--- config.mk ---
export PLATFORM = sky130hd
export DESIGN_NAME = touch_tap_recognizer_top
export DESIGN_NICKNAME = d
export VERILOG_FILES = /design/src/rtl/ttr_pkg.sv /design/src/rtl/touch_tap_recognizer_top.sv /design/src/rtl/ttr_csr.sv
export SDC_FILE = /design/constraint.sdc
export NUM_CORES = 1
export LEC_CHECK = 0
export CAP_MARGIN = 0
export CORE_ASPECT_RATIO = 2
export CORE_UTILIZATION = 37
export CTS_BUF_LIST = sky130_fd_sc_hd__clkbuf_8 sky130_fd_sc_hd__clkbuf_16
export CTS_CLUSTER_SIZE = 8
export DETAILED_ROUTE_END_ITERATION = 7
export DONT_BUFFER_PORTS = 1
export PLACE_DENSITY = 0.55
export SYNTH_ARGS = -nofsm -noshare
export SYNTH_HDL_FRONTEND = slang
export SYNTH_SLANG_ARGS = --single-unit
--- constraint.sdc ---
create_clock -name clock -period 8 [get_ports clock]
set_clock_uncertainty 0.2 [all_clocks]
set_input_delay 1.2 -clock clock [delete_from_list [all_inputs] [get_ports clock]]
set_output_delay 1.2 -clock clock [all_outputs]
set_load 0.03 [all_outputs]
--- src/rtl/ttr_pkg.sv ---
// ----------------------------------------------------------------------------
// ttr_pkg
// Types and constants shared by the touch tap recognizer modules.
// ----------------------------------------------------------------------------
`default_nettype none

package ttr_pkg;

   localparam int COORD_W     = 10;
   localparam int TIME_W      = 32;
   localparam int HOLD_W      = 16;
   localparam int CSR_ADDR_W  = 5;
   localparam int CSR_DATA_W  = 32;
   localparam int REQ_TDATA_W = 72;
   localparam int REQ_TUSER_W = 1;
   localparam int RSP_TDATA_W = 24;

   // portrait rotation base: x = ROT_BASE - raw_y
   localparam logic [COORD_W-1:0] ROT_BASE   = 10'd539;
   localparam int                 READY_BIT  = 7;
   localparam logic [3:0]         COUNT_MASK = 4'hF;

   // register indexes (byte address = 4 * index)
   localparam logic [2:0] REG_MAPPING_VERIFIED = 3'd0;
   localparam logic [2:0] REG_MAX_MOVE         = 3'd1;
   localparam logic [2:0] REG_MIN_HOLD_MS      = 3'd2;
   localparam logic [2:0] REG_MAX_HOLD_MS      = 3'd3;
   localparam logic [2:0] REG_REFRACTORY_MS    = 3'd4;

   localparam logic [COORD_W-1:0] MAX_MOVE_RST      = 10'd24;
   localparam logic [HOLD_W-1:0]  MIN_HOLD_MS_RST   = 16'd35;
   localparam logic [HOLD_W-1:0]  MAX_HOLD_MS_RST   = 16'd1200;
   localparam logic [HOLD_W-1:0]  REFRACTORY_MS_RST = 16'd600;

   typedef struct packed {
      logic               mapping_verified;
      logic [COORD_W-1:0] max_move;
      logic [HOLD_W-1:0]  min_hold_ms;
      logic [HOLD_W-1:0]  max_hold_ms;
      logic [HOLD_W-1:0]  refractory_ms;
   } cfg_type;

   // last member sits in the lowest bits: {tuser, tdata}
   typedef struct packed {
      logic              read_ok;
      logic [TIME_W-1:0] now_ms;
      logic [15:0]       raw_y;
      logic [15:0]       raw_x;
      logic [7:0]        status;
   } req_item_type;

   typedef struct packed {
      logic               ack_status;
      logic [COORD_W-1:0] pos_y;
      logic [COORD_W-1:0] pos_x;
      logic               tap;
   } rsp_item_type;

   typedef struct packed {
      logic               touch_down;
      logic [COORD_W-1:0] start_x;
      logic [COORD_W-1:0] start_y;
      logic [COORD_W-1:0] last_x;
      logic [COORD_W-1:0] last_y;
      logic [TIME_W-1:0]  press_time;
      logic [TIME_W-1:0]  last_accept_time;
   } track_type;

endpackage

`default_nettype wire

--- src/rtl/touch_tap_recognizer_top.sv ---
// ----------------------------------------------------------------------------
// touch_tap_recognizer_top
// Turns touch-panel polls into press tracking and tap decisions.
// ----------------------------------------------------------------------------
// Usage:
//   req_* carries one panel poll per transaction (read flag in tuser, status,
//   raw X/Y and a millisecond time in tdata). rsp_* returns exactly one result
//   per poll, in order: tap flag, canvas X/Y and the status-clear request.
//   csr_* is an APB port with the acceptance thresholds; write it only while
//   no poll is in flight.
//   A poll is held in the input register, then passes through the rotate/clamp
//   and tap decision logic feeding the result register, where the press
//   tracking state is updated too.
//   Throughput is one poll per cycle while rsp_tready is high; the 32-bit time
//   subtract and compare into the result register sets the cycle time.
//   Reset clears both pipeline valid flags and the press tracking state, and
//   loads the register defaults. When rsp_tready is low the result holds,
//   one more poll is taken into the input register, then req_tready drops.
// ----------------------------------------------------------------------------
`default_nettype none

module touch_tap_recognizer_top #(
   parameter int CANVAS_WIDTH  = 540,
   parameter int CANVAS_HEIGHT = 960
) (
   input  wire logic                            clock,
   input  wire logic                            reset,
   input  wire logic                            req_tvalid,
   output logic                                 req_tready,
   // status[7:0], raw_x[23:8], raw_y[39:24], now_ms[71:40]
   input  wire logic [ttr_pkg::REQ_TDATA_W-1:0] req_tdata,
   // read_ok[0]
   input  wire logic [ttr_pkg::REQ_TUSER_W-1:0] req_tuser,
   output logic                                 rsp_tvalid,
   input  wire logic                            rsp_tready,
   // tap[0], pos_x[10:1], pos_y[20:11], ack_status[21], zeros[23:22]
   output logic      [ttr_pkg::RSP_TDATA_W-1:0] rsp_tdata,
   input  wire logic                            csr_psel,
   input  wire logic                            csr_penable,
   input  wire logic                            csr_pwrite,
   input  wire logic [ttr_pkg::CSR_ADDR_W-1:0]  csr_paddr,
   input  wire logic [ttr_pkg::CSR_DATA_W-1:0]  csr_pwdata,
   output logic      [ttr_pkg::CSR_DATA_W-1:0]  csr_prdata,
   output logic                                 csr_pready
);
   import ttr_pkg::*;

   localparam logic [COORD_W-1:0] X_MAX = COORD_W'(CANVAS_WIDTH - 1);
   localparam logic [COORD_W-1:0] Y_MAX = COORD_W'(CANVAS_HEIGHT - 1);

   cfg_type      cfg;
   req_item_type s1_item_ff;
   logic         s1_valid_ff;
   logic         s1_valid_in;
   rsp_item_type rsp_item_ff;
   rsp_item_type rsp_item_in;
   logic         rsp_valid_ff;
   logic         rsp_valid_in;
   track_type    trk_ff;
   track_type    trk_in;

   logic               req_fire;
   logic               advance;
   logic               pressed;
   logic [COORD_W-1:0] rot_x;
   logic [COORD_W-1:0] px;
   logic [COORD_W-1:0] py;
   logic [COORD_W-1:0] dx;
   logic [COORD_W-1:0] dy;
   logic [TIME_W-1:0]  held;
   logic [TIME_W-1:0]  since_tap;
   logic               tap_ok;

   ttr_csr u_csr (
      .clock       (clock),
      .reset       (reset),
      .csr_psel    (csr_psel),
      .csr_penable (csr_penable),
      .csr_pwrite  (csr_pwrite),
      .csr_paddr   (csr_paddr),
      .csr_pwdata  (csr_pwdata),
      .csr_prdata  (csr_prdata),
      .csr_pready  (csr_pready),
      .cfg         (cfg)
   );

   // handshake
   assign advance    = s1_valid_ff && (!rsp_valid_ff || rsp_tready);
   assign req_tready = !s1_valid_ff || advance;
   assign req_fire   = req_tvalid && req_tready;
   assign rsp_tvalid = rsp_valid_ff;
   assign rsp_tdata  = RSP_TDATA_W'(rsp_item_ff);

   assign s1_valid_in  = req_fire ? 1'b1 : (advance ? 1'b0 : s1_valid_ff);
   assign rsp_valid_in = advance ? 1'b1 : (rsp_tready ? 1'b0 : rsp_valid_ff);

   // rotate to portrait and clamp to the canvas
   assign pressed = s1_item_ff.status[READY_BIT] && ((s1_item_ff.status[3:0] & COUNT_MASK) != 4'd0);
   assign rot_x   = ROT_BASE - s1_item_ff.raw_y[COORD_W-1:0];
   assign px      = (s1_item_ff.raw_y > 16'(ROT_BASE)) ? '0 :
                    ((rot_x > X_MAX) ? X_MAX : rot_x);
   assign py      = (s1_item_ff.raw_x > 16'(Y_MAX)) ? Y_MAX : s1_item_ff.raw_x[COORD_W-1:0];

   assign dx = (trk_ff.last_x > trk_ff.start_x) ? trk_ff.last_x - trk_ff.start_x
                                                : trk_ff.start_x - trk_ff.last_x;
   assign dy = (trk_ff.last_y > trk_ff.start_y) ? trk_ff.last_y - trk_ff.start_y
                                                : trk_ff.start_y - trk_ff.last_y;
   assign held      = s1_item_ff.now_ms - trk_ff.press_time;
   assign since_tap = s1_item_ff.now_ms - trk_ff.last_accept_time;

   assign tap_ok = cfg.mapping_verified
                && (dx < cfg.max_move)
                && (dy < cfg.max_move)
                && (held >= TIME_W'(cfg.min_hold_ms))
                && (held < TIME_W'(cfg.max_hold_ms))
                && (since_tap > TIME_W'(cfg.refractory_ms));

   always_comb begin
      trk_in      = trk_ff;
      rsp_item_in = '0;
      if (s1_item_ff.read_ok) begin
         rsp_item_in.ack_status = s1_item_ff.status[READY_BIT];
         rsp_item_in.pos_x      = px;
         rsp_item_in.pos_y      = py;
         if (pressed && !trk_ff.touch_down) begin
            trk_in.touch_down = 1'b1;
            trk_in.start_x    = px;
            trk_in.start_y    = py;
            trk_in.last_x     = px;
            trk_in.last_y     = py;
            trk_in.press_time = s1_item_ff.now_ms;
         end else if (pressed) begin
            trk_in.last_x = px;
            trk_in.last_y = py;
         end else if (trk_ff.touch_down) begin
            // release: report at the start point
            trk_in.touch_down = 1'b0;
            rsp_item_in.pos_x = trk_ff.start_x;
            rsp_item_in.pos_y = trk_ff.start_y;
            if (tap_ok) begin
               trk_in.last_accept_time = s1_item_ff.now_ms;
               rsp_item_in.tap         = 1'b1;
            end
         end
      end
   end

   always_ff @(posedge clock) begin
      if (reset) begin
         s1_valid_ff  <= 1'b0;
         rsp_valid_ff <= 1'b0;
         trk_ff       <= '0;
      end else begin
         s1_valid_ff  <= s1_valid_in;
         rsp_valid_ff <= rsp_valid_in;
         if (advance) begin
            trk_ff <= trk_in;
         end
      end
   end

   always_ff @(posedge clock) begin
      if (req_fire) begin
         s1_item_ff <= req_item_type'({req_tuser, req_tdata});
      end
      if (advance) begin
         rsp_item_ff <= rsp_item_in;
      end
   end

`ifndef ASSERT_OFF
   // a tap always ends a press
   a_tap_ends_press: assert property (@(posedge clock) disable iff (reset)
      advance && rsp_item_in.tap |=> !trk_ff.touch_down)
      else $error("tap issued without ending the press");

   // a failed read leaves the tracking state alone
   a_fail_keeps_state: assert property (@(posedge clock) disable iff (reset)
      advance && !s1_item_ff.read_ok |=> $stable(trk_ff))
      else $error("tracking state changed on a failed read");

   // a press starts only when a transaction moves into the result register
   a_press_on_advance: assert property (@(posedge clock) disable iff (reset)
      $rose(trk_ff.touch_down) |-> $past(advance))
      else $error("press started without a transaction");

   // back pressure only when both registers are full and the output stalls
   a_ready_low_full: assert property (@(posedge clock) disable iff (reset)
      !req_tready |-> s1_valid_ff && rsp_valid_ff && !rsp_tready)
      else $error("input stalled with room in the pipeline");
`endif

endmodule

`default_nettype wire

--- src/rtl/ttr_csr.sv ---
// ----------------------------------------------------------------------------
// ttr_csr
// APB register file holding the tap acceptance thresholds.
// ----------------------------------------------------------------------------
`default_nettype none

module ttr_csr (
   input  wire logic                           clock,
   input  wire logic                           reset,
   input  wire logic                           csr_psel,
   input  wire logic                           csr_penable,
   input  wire logic                           csr_pwrite,
   input  wire logic [ttr_pkg::CSR_ADDR_W-1:0] csr_paddr,
   input  wire logic [ttr_pkg::CSR_DATA_W-1:0] csr_pwdata,
   output logic      [ttr_pkg::CSR_DATA_W-1:0] csr_prdata,
   output logic                                csr_pready,
   output ttr_pkg::cfg_type                    cfg
);
   import ttr_pkg::*;

   cfg_type    cfg_ff;
   cfg_type    cfg_in;
   logic       wr_en;
   logic [2:0] reg_idx;

   assign csr_pready = 1'b1;
   assign wr_en      = csr_psel && csr_penable && csr_pwrite && csr_pready;
   assign reg_idx    = csr_paddr[CSR_ADDR_W-1:2];
   assign cfg        = cfg_ff;

   always_comb begin
      cfg_in = cfg_ff;
      if (wr_en) begin
         case (reg_idx)
            REG_MAPPING_VERIFIED: cfg_in.mapping_verified = csr_pwdata[0];
            REG_MAX_MOVE:         cfg_in.max_move         = csr_pwdata[COORD_W-1:0];
            REG_MIN_HOLD_MS:      cfg_in.min_hold_ms      = csr_pwdata[HOLD_W-1:0];
            REG_MAX_HOLD_MS:      cfg_in.max_hold_ms      = csr_pwdata[HOLD_W-1:0];
            REG_REFRACTORY_MS:    cfg_in.refractory_ms    = csr_pwdata[HOLD_W-1:0];
            default:              cfg_in                  = cfg_ff;
         endcase
      end
   end

   always_comb begin
      case (reg_idx)
         REG_MAPPING_VERIFIED: csr_prdata = CSR_DATA_W'(cfg_ff.mapping_verified);
         REG_MAX_MOVE:         csr_prdata = CSR_DATA_W'(cfg_ff.max_move);
         REG_MIN_HOLD_MS:      csr_prdata = CSR_DATA_W'(cfg_ff.min_hold_ms);
         REG_MAX_HOLD_MS:      csr_prdata = CSR_DATA_W'(cfg_ff.max_hold_ms);
         REG_REFRACTORY_MS:    csr_prdata = CSR_DATA_W'(cfg_ff.refractory_ms);
         default:              csr_prdata = '0;
      endcase
   end

   always_ff @(posedge clock) begin
      if (reset) begin
         cfg_ff.mapping_verified <= 1'b0;
         cfg_ff.max_move         <= MAX_MOVE_RST;
         cfg_ff.min_hold_ms      <= MIN_HOLD_MS_RST;
         cfg_ff.max_hold_ms      <= MAX_HOLD_MS_RST;
         cfg_ff.refractory_ms    <= REFRACTORY_MS_RST;
      end else begin
         cfg_ff <= cfg_in;
      end
   end

endmodule

`default_nettype wire
==> Yosys cells after proc, flatten, opt, wreduce, memory -nomap -nowiden <==
Cells that the tools add are included.
{ "word_totals": {"ff_bits": 261, "in_bits": 117, "output_inout_bits": 59, "elab_cells": 98} }
{ "classes": {"add_sub_neg": 7, "magnitude_cmp": 10, "n_eq_ne": 5, "muxes": 18, "n_bitwise": 4, "n_reduce_logical": 31} }
{ "op_table": {"columns": ["cell", "count"], "rows": [
  ["16-bit case mux with 5 select lines", 1],
  ["32-bit subtractor", 2],
  ["21-bit two-way mux", 3],
  ["10-bit two-way mux", 5],
  ["20-bit two-way mux", 2],
  ["10-bit subtractor", 4],
  ["32-bit by 16-bit >= comparator with 1-bit output", 1],
  ["16-bit by 10-bit > comparator with 1-bit output (second input constant)", 2],
  ["32-bit by 16-bit > comparator with 1-bit output", 1],
  ["32-bit by 16-bit < comparator with 1-bit output", 1],
  ["10-bit > comparator", 2],
  ["10-bit < comparator", 2],
  ["1-bit logical AND", 11],
  ["10-bit > comparator (second input constant)", 1],
  ["2-bit AND reduction", 5],
  ["10-bit subtractor (first input constant)", 1],
  ["3-bit AND reduction", 3],
  ["1-bit two-way mux", 7],
  ["3-bit by 2-bit equality test with 1-bit output (second input constant)", 2],
  ["6-bit AND reduction", 1],
  ["2-bit nonzero test", 3],
  ["1-bit NOT", 4],
  ["4-bit nonzero test", 1],
  ["4-bit OR reduction", 1],
  ["6 further kinds", 9]
]} }

==> Logic depth before layout (Yosys ltp) <==
Gate-level depths: netlist of run 1.
{ "logic_depth": {"ltp_word": 12, "mapped_depth": 28, "depth_no_buf": 25} }

==> Modules after synthesis <==
From an unflattened synthesis of run 1, not the netlist that was laid out.
{ "hier_totals": {"hier_cells": 2043, "hier_area_um2": 17608.1} }
{ "modules_own_cells": {"columns": ["mod", "n_inst", "cells_each", "area_per_inst_um2", "seq_area_each_um2"], "rows": [
  ["touch_tap_recognizer_top", 1, 1723, 14572.7, 4904.7],
  ["ttr_csr", 1, 320, 3035.4, 1181.1]
]} }

==> Worst setup path before layout of run 1 <==
Ideal clock, no wire load.
{ "synth_timing": {"path_type": "reg2reg", "startpoint": "reg trk_ff[94] (netlist name)", "endpoint": "reg trk_ff[10] (netlist name)", "setup_ns": 0.132, "arrival_ns": 5.218, "path_slack_ns": 2.450, "stages_incl_launch_ff": 28, "n_path_buf": 3, "synth_period_minus_slack_ns": 5.550, "cell_sequence": "dfxtp_1 ha_1 inv_1 fa_1 a21o_1 a21o_1 a21oi_1 o21ai_0 a311oi_1 nor2_1 clkbuf_1 a211o_1 a31oi_1 o21ai_0 xor2_1 ha_1 a211o_1 a21oi_1 nand4b_1 a31oi_1 nand3_1 nor4_1 nand4_1 or4_1 buf_2 buf_2 o31ai_2 a21oi_1"} }
{ "synth_via": {"elab_chain_cells": 9, "elab_cells_between_ends": 11, "cone_classes": "add/sub (2); order compare (2); mux (1); reduce/logical (6)"} }
{ "synth_rtl": {"columns": ["item", "line", "text"], "rows": [
  ["start: declaration", "touch_tap_recognizer_top.sv:59", "track_type trk_ff;"],
  ["start signal: assignment", "touch_tap_recognizer_top.sv:157", "trk_ff <= trk_in;"],
  ["10-bit subtractor (tied with other cells)", "touch_tap_recognizer_top.sv:105", ": trk_ff.start_x - trk_ff.last_x;"],
  ["10-bit two-way mux *", "touch_tap_recognizer_top.sv:104", "assign dx = (trk_ff.last_x > trk_ff.start_x) ? trk_ff.last_x - trk_ff.start_x"],
  ["10-bit < comparator *", "touch_tap_recognizer_top.sv:112", "&& (dx < cfg.max_move)"],
  ["1-bit logical AND *", "touch_tap_recognizer_top.sv:112", null],
  ["1-bit logical AND *", "touch_tap_recognizer_top.sv:113", "&& (dy < cfg.max_move)"],
  ["1-bit logical AND *", "touch_tap_recognizer_top.sv:114", "&& (held >= TIME_W'(cfg.min_hold_ms))"],
  ["1-bit logical AND *", "touch_tap_recognizer_top.sv:115", "&& (held < TIME_W'(cfg.max_hold_ms))"],
  ["1-bit logical AND *", "touch_tap_recognizer_top.sv:116", "&& (since_tap > TIME_W'(cfg.refractory_ms));"],
  ["6-bit AND reduction (no source line) *", null, null]
]} }
Mark *: on every way between the ends. The rest lies on a longest branch, timed or not.
A chain may end at the register's enable or synchronous reset.

==> Worst setup path in the final report of run 1 <==
{ "layout_timing": {"startpoint": "reg trk_ff[94] (netlist name)", "endpoint": "reg trk_ff[1] (netlist name)"} }
The elaborated chain is that of the path after synthesis.

==> metrics.yaml, run 1 <==
drc_errors: 0
critical_path.max_stage_delay_ns: 0.52
multi_input_area_sq_um: 10000
first_global_vias: 14900
grt_pass1_wl_um: 82400
cts_num_sinks: 258
hold_violations: 0
avgSynthCellArea_sq_um: 8.44
r2r_start: "trk_ff[94]$_SDFFE_PP0P_"
diodes: 0
ys_top_cells_by_area: "dfxtp_1, edfxtp_1, ha_1"
die_w_um: 155
globalRouteOverflowTotal: 0
status: "finished clean"
relSlewSlack: 0.166
syn_to_final_growth_pct: 8.74
power.internal_mw: 2.54
hold_start: "trk_ff[54]$_SDFFE_PP0P_"
antenna_left: 0
avgViaCountPerCell: 5.55
power.total_mw: 3.53
maxCapViolCount: 0
seqCellArea_sq_um: 6090
peakVddDrop_mv: 0.157
p_sw_frac: 0.282
required_ns: 8.22
rows: 111
synth_most_common_cell: "nand2_1"
postCtsResizedCells: 0
cts.path.max_buffers: 3
drt_iter0_markers: 670
dp.cells: 2576
p_seq_frac: 0.410
min_path_type: "reg2reg"
coreArea_sq_um: 46000
slowest_stage: "or4_1"
cp_common_cell: "a21oi_1"
final_core_util: 0.409
n_fill_cell: 4625
vias: 14700
clk_pin_slew_ns: 0.06
finalInstanceArea_sq_um: 18800
fin_nets: 2287
leakage_nw: 6.76
r2r_setup_slack_ns: 1.43
final.setup.tns_ns: 0
htree_levels: 2
p_switching_mw: 0.996
period_minus_slack_ns: 6.57
async_flop_share: 0
arrival_ns: 6.79
crit_fanout: 33
end_kind: "register"
fin_hold_ws_ns: 0.254
min_path_cells: 2
initial_core_util: 0.376
clock_power_share: 0.433
cts_buffers: 38
dp_hpwl_um: 41100
wl_per_cell_um: 20.2
fmaxAchievable_mhz: 152
synth_common_cells: "nand2_1, a21oi_1, inv_1"
crit_buf_inv: 3
dpl_cell_area_sq_um: 17700
crit_family: "compound AO/OA/AOI/OAI gates"
finalCritPeriodShare: 0.821
tritoncts: "yes"
r2r_end: "trk_ff[1]$_SDFFE_PP0P_"
gp_congestion: 0.934
tightest_slew_ns: 1.25
r2r_cells: 26
clk-insertion-delay-late_ns: 0.54
fin_ws_ns: 1.43
holdBufCountCts: 0
antenna_found_initial: 0
path_class: "reg2reg"
first_pass_iters: 5
critPathLaunchType: "register"
die_area_sq_um: 47700
io_buffer_count: 0
rsz0062_at_grt: "false"
totalWireLength_um: 53500
min_to: "trk_ff[54]$_SDFFE_PP0P_"
pre_cts_slack_ns: 1.38
grt_max_degree: 167
io_pins: 176
finalSetupViolCount: 0
die_y_um: 308
netlist.area_leader.share: 0.192
synth-seq-cells: 258
grt_usage: 0.226
synthFlopType: "dfxtp_1"
power_frac_comb: 0.157
synth_warnings: 0
synth_edf_count: 92
synth_top_area_cell: "dfxtp_1"
synth_area_sq_um: 17300
cts-root-buf: "clkbuf_16"
cp-startpoint: "trk_ff[94]$_SDFFE_PP0P_"
drive_above_1_share: 0.0535
instances_no_fill: 2640
post_cts_buffers: 0
synthDistinctLibCells: 88
cellPowerDensity_nw_per_um2: 188
ys_seq_area_frac: 0.352
syn_inst: 2049
maxSlewViolCount: 0
==> kinds of logic after synthesis <==
group / Yosys count / synth area share
and+or+nand+nor: 628 / 0.167
adders and majority gates: 175 / 0.129
other: 2 / 0.000434
xor gates and xnor gates: 62 / 0.0314
muxes: 45 / 0.0271
buffers and inverters: 303 / 0.0734
DFF: 258 / 0.352
AOI/OAI and AO/OA: 576 / 0.219
==> flip-flops by register name (all words and copies together) (netlist names) <==
register / cells
trk_ff: 105
s1_item_ff: 70
u_csr.cfg: 59
rsp_tdata: 22
rsp_tvalid: 1
s1_valid_ff: 1
==> placed cells by master (no fill, tap or decap), types with 18 or more instances in the layout <==
master	Yosys	layout
nand2_1	297	297
a21oi_1	230	230
inv_1	177	198
ha_1	169	169
dfxtp_1	166	166
nor2_1	123	122
edfxtp_1	92	92
nand4_1	65	65
o21ai_0	48	48
clkbuf_16	0	41
mux2i_1	39	39
a21o_1	37	37
xnor2_1	36	36
a211oi_1	34	34
xor2_1	26	26
o31ai_1	25	25
nand3_1	24	24
conb_1	2	19
nor3_1	20	18
==> power by group through the flow <==
stage / combinational, mW / sequential (mW) / clock, mW
detailed placement: 0.552 / 1.48 / 0
floorplan: 0.435 / 1.46 / 0
CTS: 0.555 / 1.45 / 1.56
global placement: 0.545 / 1.47 / 0
global route: 0.618 / 1.45 / 1.61
finish: 0.554 / 1.45 / 1.53
==> cell type report <==
cell class / instances / share of cell area
multi-input combinational: 1505 / 0.534
clock inverter: 21 / 0.00419
sequential: 258 / 0.323
timing repair buffer: 14 / 0.00559
tap: 621 / 0.0413
clock buffer: 43 / 0.0560
inverter: 178 / 0.0355
==> how the worst max path moves through the flow <==
stage	to	slack, ns	depth (start not counted)
4_1_cts	trk_ff[26]$_SDFFE_PP0P_	1.36	25
2_1_floorplan	trk_ff[10]$_SDFFE_PP0P_	2.45	27
5_1_grt	trk_ff[1]$_SDFFE_PP0P_	0.93	26
3_3_place_gp	trk_ff[0]$_SDFFE_PP0P_	1.38	25
3_5_place_dp	trk_ff[26]$_SDFFE_PP0P_	1.38	25
6_report	trk_ff[1]$_SDFFE_PP0P_	1.43	26
==> routing by layer <==
metal,vias up,part of all wire,GRT usage
met5,-,0,0
met4,0,0.069,0.149
met3,158,0.032,0.0266
met2,376,0.58,0.467
met1,6960,0.32,0.196
li1,7161,-,-
==> worst reg2reg max path, cell delays in order, from the launching register on <==
cell and delay (ns):
dfxtp_1 0.37, ha_1 0.16, inv_1 0.05, fa_1 0.38, a21o_1 0.19, a21o_1 0.19, a21oi_1 0.23, o21ai_0 0.15
a311oi_1 0.43, nor2_1 0.09, buf_4 0.21, a211o_1 0.28, a31oi_1 0.44, o21ai_0 0.17, xor2_1 0.20, ha_1 0.21
a211o_1 0.22, a21oi_1 0.12, nand4b_1 0.11, a31oi_1 0.20, nand3_1 0.08, nor4_1 0.32, nand4_1 0.26, or4_1 0.53
buf_4 0.28, o31ai_1 0.30, a21oi_1 0.10
No activity file was read; power rests on OpenSTA's default activity.
==> run 2, diff against run 1 <==
Settings changed: PLACE_DENSITY 0.55 to 0.57.
Clock period 8 ns to 5.3 ns, I/O delays scaled along.
==> metrics.yaml, run 2 (synthesis gave the netlist of run 1 again) <==
largest_register_ffs: 105  # unchanged
syn_to_final_growth_pct: 18.5  # was 8.74%
critPathLaunchType: "register"  # unchanged
n_fill_cell: 4521  # was 4,625
final_cell_mix: "nand2_1, a21oi_1, inv_1"  # unchanged
finalSetupViolCount: 33  # was 0
cp.depth: 26  # unchanged
slowest_stage: "or4_4"  # was or4_1
die_y_um: 308  # unchanged
wl_per_cell_um: 19.0  # was 20.2 um
crit_fanout: 8  # was 33
avgViaCountPerCell: 5.42  # was 5.55
min_path_type: "in2reg"  # was reg2reg
initial_core_util: 0.376  # unchanged
hold_violations: 0  # unchanged
grt_usage: 0.223  # was 0.226
arrival_ns: 5.75  # was 6.79 ns
clk_pin_slew_ns: 0.05  # was 0.06 ns
leakage_nw: 7.70  # was 6.76 nW
die_area_sq_um: 47700  # unchanged
fin_ws_ns: -0.256  # was 1.43 ns
cp-startpoint: "trk_ff[64]$_SDFFE_PP0P_"  # was trk_ff[94]$_SDFFE_PP0P_
endpoint: "trk_ff[26]$_SDFFE_PP0P_"  # was trk_ff[1]$_SDFFE_PP0P_
regMostFlops: "trk_ff"  # unchanged
final_common_cell: "nand2_1"  # unchanged
drive_above_1_share: 0.149  # was 0.0535
drt_iter0_markers: 634  # was 670
path_class: "reg2reg"  # unchanged
seqCellArea_sq_um: 6090  # about the same
coreArea_sq_um: 46000  # unchanged
r2r_end: "trk_ff[26]$_SDFFE_PP0P_"  # was trk_ff[1]$_SDFFE_PP0P_
crit_buf_inv: 4  # was 3
cts-root-buf: "clkbuf_16"  # unchanged
fmaxAchievable_mhz: 180  # was 152 MHz
multi_input_area_sq_um: 10300  # was 10,000 sq um
r2r_start: "trk_ff[64]$_SDFFE_PP0P_"  # was trk_ff[94]$_SDFFE_PP0P_
r2r_cells: 26  # unchanged
globalRouteOverflowTotal: 0  # unchanged
antenna_found_initial: 1  # was 0
violations: "setup timing"
finalInstanceArea_sq_um: 20500  # was 18,800 sq um
status: "finished, violations left"  # was finished clean
io_pins: 176  # unchanged
first_global_vias: 15600  # was 14,900
io_buffer_count: 0  # unchanged
cellPowerDensity_nw_per_um2: 262  # was 188 nW/um^2
gp_congestion: 0.917  # was 0.934
cts.path.max_buffers: 3  # unchanged
peakVddDrop_mv: 0.256  # was 0.157 mV
grt_pass1_wl_um: 82600  # was 82,400 um
clk-insertion-delay-late_ns: 0.53  # was 0.54 ns
antenna_left: 0  # unchanged
r2r_setup_slack_ns: -0.26  # was 1.43 ns
required_ns: 5.50  # was 8.22 ns
first_pass_iters: 4  # was 5
maxCapViolCount: 0  # unchanged
die_w_um: 155  # unchanged
relSlewSlack: 0.212  # was 0.166
final_core_util: 0.446  # was 0.409
cts_num_sinks: 258  # unchanged
cts_buffers: 38  # unchanged
fin_nets: 2467  # was 2,287
maxSlewViolCount: 0  # unchanged
critical_path.max_stage_delay_ns: 0.55  # was 0.52 ns
finalCritPeriodShare: 1.05  # was 0.821
crit_family: "compound AO/OA/AOI/OAI gates"  # unchanged
rsz0062_at_grt: "true"  # was false
drc_errors: 0  # unchanged
tightest_slew_ns: 1.18  # was 1.25 ns
end_kind: "register"  # unchanged
dpl_cell_area_sq_um: 18900  # was 17,700 sq um
period_minus_slack_ns: 5.56  # was 6.57 ns
rows: 111  # unchanged
pre_cts_slack_ns: -0.732  # was 1.38 ns
htree_levels: 2  # unchanged
dp_hpwl_um: 40500  # was 41,100 um
tritoncts: "yes"  # unchanged
diodes: 0  # unchanged
totalWireLength_um: 53400  # was 53,500 um
grt_max_degree: 167  # unchanged
vias: 15300  # was 14,700
## run 2: worst min-delay path by stage
stage	from	end	slack [ns]	cells after the start
2_1_floorplan	trk_ff[34]$_SDFFE_PP0P_	trk_ff[34]$_SDFFE_PP0P_	0.24	2
4_1_cts	req_tdata[47]	s1_item_ff[47]$_DFFE_PP_	0.14	0
3_3_place_gp	u_csr.cfg[12]$_SDFFE_PP0P_	u_csr.cfg[12]$_SDFFE_PP0P_	0.24	2
5_1_grt	req_tdata[45]	s1_item_ff[45]$_DFFE_PP_	0.15	0
3_5_place_dp	u_csr.cfg[10]$_SDFFE_PP0P_	u_csr.cfg[10]$_SDFFE_PP0P_	0.24	2
6_report	req_tdata[47]	s1_item_ff[47]$_DFFE_PP_	0.16	0
## run 2: metrics by stage
step           cells  power [mW]  setup TNS (ns)  hold WS, ns
4_1_cts         2807        5.40           -5.71        0.138
2_1_floorplan   2066        2.86               0        0.236
3_3_place_gp    2730        3.14          -20.79        0.239
6_report        2816        5.38           -6.50        0.157
3_5_place_dp    2730        3.15          -23.14        0.245
5_1_grt         2816        5.60          -15.71        0.146
## run 2: layout make-up
class / count / share of cell area
flip-flops and latches: 258 / 0.297
clock buffers: 39 / 0.0476
well taps: 621 / 0.0379
inverters: 178 / 0.0326
repair buffers: 194 / 0.0799
multi-input cells: 1505 / 0.501
clock inverters: 21 / 0.00415
## run 2: timing repair
action / in CTS / in global routing
gates resized for setup: 36 / 25
setup buffers: 14 / 9
cloned: 4 / 3
hold buffers: 0 / 0
pin swaps: 45 / 18
endpoints found under the setup margin: 33 / 33
## run 2: routing by layer
| layer | vias to the layer above | GRT usage | wire length, um |
|---|---|---|---|
| met5 | - | 0 | 13 |
| met2 | 384 | 0.454 | 30300 |
| met3 | 154 | 0.0273 | 1740 |
| li1 | 7513 | - | - |
| met1 | 7204 | 0.203 | 17900 |
| met4 | 2 | 0.133 | 3400 |
## run 2: power breakdown
group	internal [mW]	switching (mW)	total, mW
Sequential	2.12	0.0646	2.18
Clock	1.31	0.877	2.18
Combinational	0.439	0.578	1.02
==> run 3, diff against run 2 <==
Settings changed: SYNTH_HIERARCHICAL set to 1.
==> metrics.yaml, run 3 <==
status: "finished, violations left"  # unchanged
violations: "setup timing"  # unchanged
coreArea_sq_um: 46800  # was 46,000 sq um
crit_fanout: 7  # was 8
synth_edf_count: 92  # unchanged
rows: 112  # was 111
period_minus_slack_ns: 6.43  # was 5.56 ns
maxSlewViolCount: 0  # unchanged
avgSynthCellArea_sq_um: 8.62  # was 8.44 sq um
relSlewSlack: 0.193  # was 0.212
async_flop_share: 0  # unchanged
clk_pin_slew_ns: 0.05  # about the same
diodes: 0  # unchanged
min_path_type: "in2reg"  # unchanged
regMostFlops: "trk_ff"  # unchanged
largest_register_ffs: 105  # unchanged
synth_common_cells: "nand2_1, inv_1, a21oi_1"  # was nand2_1, a21oi_1, inv_1
final_cell_mix: "nand2_1, buf_4, inv_1"  # was nand2_1, a21oi_1, inv_1
drt_iter0_markers: 752  # was 634
synthFlopType: "dfxtp_1"  # unchanged
antenna_left: 0  # unchanged
end_kind: "register"  # unchanged
initial_core_util: 0.376  # about the same
cts.path.max_buffers: 3  # unchanged
wl_per_cell_um: 18.5  # was 19.0 um
pre_cts_slack_ns: -1.16  # was -0.732 ns
arrival_ns: 6.71  # was 5.75 ns
avgViaCountPerCell: 5.22  # was 5.42
die_area_sq_um: 48500  # was 47,700 sq um
synth_top_area_cell: "dfxtp_1"  # unchanged
synthDistinctLibCells: 78  # was 88
cp-startpoint: "trk_ff[74]$_SDFFE_PP0P_"  # was trk_ff[64]$_SDFFE_PP0P_
ys_seq_area_frac: 0.346  # was 0.352
fmaxAchievable_mhz: 155  # was 180 MHz
antenna_found_initial: 1  # unchanged
critical_path.max_stage_delay_ns: 0.51  # was 0.55 ns
finalSetupViolCount: 33  # unchanged
cts-root-buf: "clkbuf_16"  # unchanged
r2r_cells: 28  # was 26
cellPowerDensity_nw_per_um2: 262  # about the same
syn_inst: 2043  # was 2,049
fin_ws_ns: -1.13  # was -0.256 ns
endpoint: "trk_ff[26]$_SDFFE_PP0P_"  # unchanged
ys_top_cells_by_area: "dfxtp_1, edfxtp_1, ha_1"  # unchanged
synth_most_common_cell: "nand2_1"  # unchanged
cts_num_sinks: 258  # unchanged
synth_area_sq_um: 17600  # was 17,300 sq um
synth-seq-cells: 258  # unchanged
gp_congestion: 0.929  # was 0.917
slowest_stage: "or4_4"  # unchanged
path_class: "reg2reg"  # unchanged
r2r_setup_slack_ns: -1.13  # was -0.26 ns
synth_warnings: 6  # was 0
die_w_um: 156  # was 155 um
syn_to_final_growth_pct: 18.5  # about the same
final_core_util: 0.446  # about the same
fin_nets: 2498  # was 2,467
io_buffer_count: 0  # unchanged
final_common_cell: "nand2_1"  # unchanged
totalWireLength_um: 52700  # was 53,400 um
drc_errors: 0  # unchanged
leakage_nw: 8.34  # was 7.70 nW
io_pins: 176  # unchanged
hold_violations: 0  # unchanged
grt_pass1_wl_um: 81500  # was 82,600 um
netlist.area_leader.share: 0.189  # was 0.192
cts_buffers: 38  # unchanged
drive_above_1_share: 0.141  # was 0.149
finalCritPeriodShare: 1.21  # was 1.05
r2r_start: "trk_ff[74]$_SDFFE_PP0P_"  # was trk_ff[64]$_SDFFE_PP0P_
first_global_vias: 15300  # was 15,600
tightest_slew_ns: 1.21  # was 1.18 ns
clk-insertion-delay-late_ns: 0.58  # was 0.53 ns
die_y_um: 311  # was 308 um
first_pass_iters: 5  # was 4
maxCapViolCount: 0  # unchanged
r2r_end: "trk_ff[26]$_SDFFE_PP0P_"  # unchanged
rsz0062_at_grt: "true"  # unchanged
fin_hold_ws_ns: 0.115  # was 0.157 ns
critPathLaunchType: "register"  # unchanged
vias: 14900  # was 15,300
htree_levels: 2  # unchanged
dp_hpwl_um: 40600  # was 40,500 um
required_ns: 5.58  # was 5.50 ns
tritoncts: "yes"  # unchanged
peakVddDrop_mv: 0.230  # was 0.256 mV
grt_usage: 0.217  # was 0.223
globalRouteOverflowTotal: 0  # unchanged
grt_max_degree: 224  # was 167
run 3: cell types whose count changed in the layout (fill, tap and decap cells not counted), moves of 14 or more:
cell and delta:
a21oi_1 -48, buf_4 +27, mux2i_1 +75, nand2_1 -57, nand2b_1 +129, nand4_1 -43
o21ai_0 +17, o22ai_1 -14, o31ai_2 -17
run 3: repair_timing:
| action | 4_1_cts | 5_1_grt |
|---|---|---|
| resized for setup | 11 | 5 |
| cloned | 2 | 1 |
| pin swaps | 5 | 7 |
| setup endpoints to repair | 33 | 33 |
| setup buffers | 4 | 2 |
| hold buffers | 0 | 0 |
run 3: area by class of cell:
cell class,instances,area (sq um)
fillers,4704,25900
multi-input cells,1509,10500
flip-flops and latches,258,6090
repair buffers,214,1690
clock buffers,38,951
well taps,627,785
inverters,185,694
clock inverters,26,178
run 3: cells by family after synthesis:
logic type      Yosys count  share of synthesized area
simple gates            657                      0.183
compound gates          464                      0.167
buf+inv                 292                     0.0697
flops                   258                      0.346
fa+ha+maj               175                      0.127
mux                     130                     0.0750
xor+xnor                 64                     0.0318
other cells               3                   0.000639
run 3: power by group:
group	switching (mW)	leakage [nW]	internal, mW
clock network	0.992	0.624	1.31
logic	0.545	5.49	0.444
registers	0.0651	2.23	2.12
total	1.60	8.34	3.87
run 3: per-layer routing:
layer,vias up,wire length [um],global-route usage
li1,7389,-,-
met5,-,0,0
met3,120,1630,0.0265
met1,7071,19400,0.215
met4,0,2990,0.122
met2,320,28600,0.423
run 3: through the flow:
step	instances	total power, mW	TNS (ns)	instance area [sq um]
6_report	2857	5.47	-35.37	20900
5_1_grt	2857	5.70	-45.80	20900
4_1_cts	2854	5.54	-35.39	20800
3_5_place_dp	2784	3.21	-36.62	19600
3_3_place_gp	2784	3.19	-31.16	19600
2_1_floorplan	2059	2.88	-21.83	17700
run 3: worst min path at each step:
stage                                  from                  endpoint  cells past startpoint
finish                         req_tdata[7]   s1_item_ff[7]$_DFFE_PP_                      0
global route                  req_tdata[32]  s1_item_ff[32]$_DFFE_PP_                      0
CTS                           req_tdata[28]  s1_item_ff[28]$_DFFE_PP_                      0
detailed placement  trk_ff[51]$_SDFFE_PP0P_   trk_ff[51]$_SDFFE_PP0P_                      2
global placement    trk_ff[51]$_SDFFE_PP0P_   trk_ff[51]$_SDFFE_PP0P_                      2
floorplan           trk_ff[34]$_SDFFE_PP0P_   trk_ff[34]$_SDFFE_PP0P_                      2
run 3: critical path, delay by kind of cell (launching register included):
family	cells	cell delay (ns)
compound gates	11	1.59
xor+xnor	1	0.15
fa+ha+maj	3	0.79
buf+inv	5	0.63
flops	1	0.32
mux	2	0.54
simple gates	6	2.13
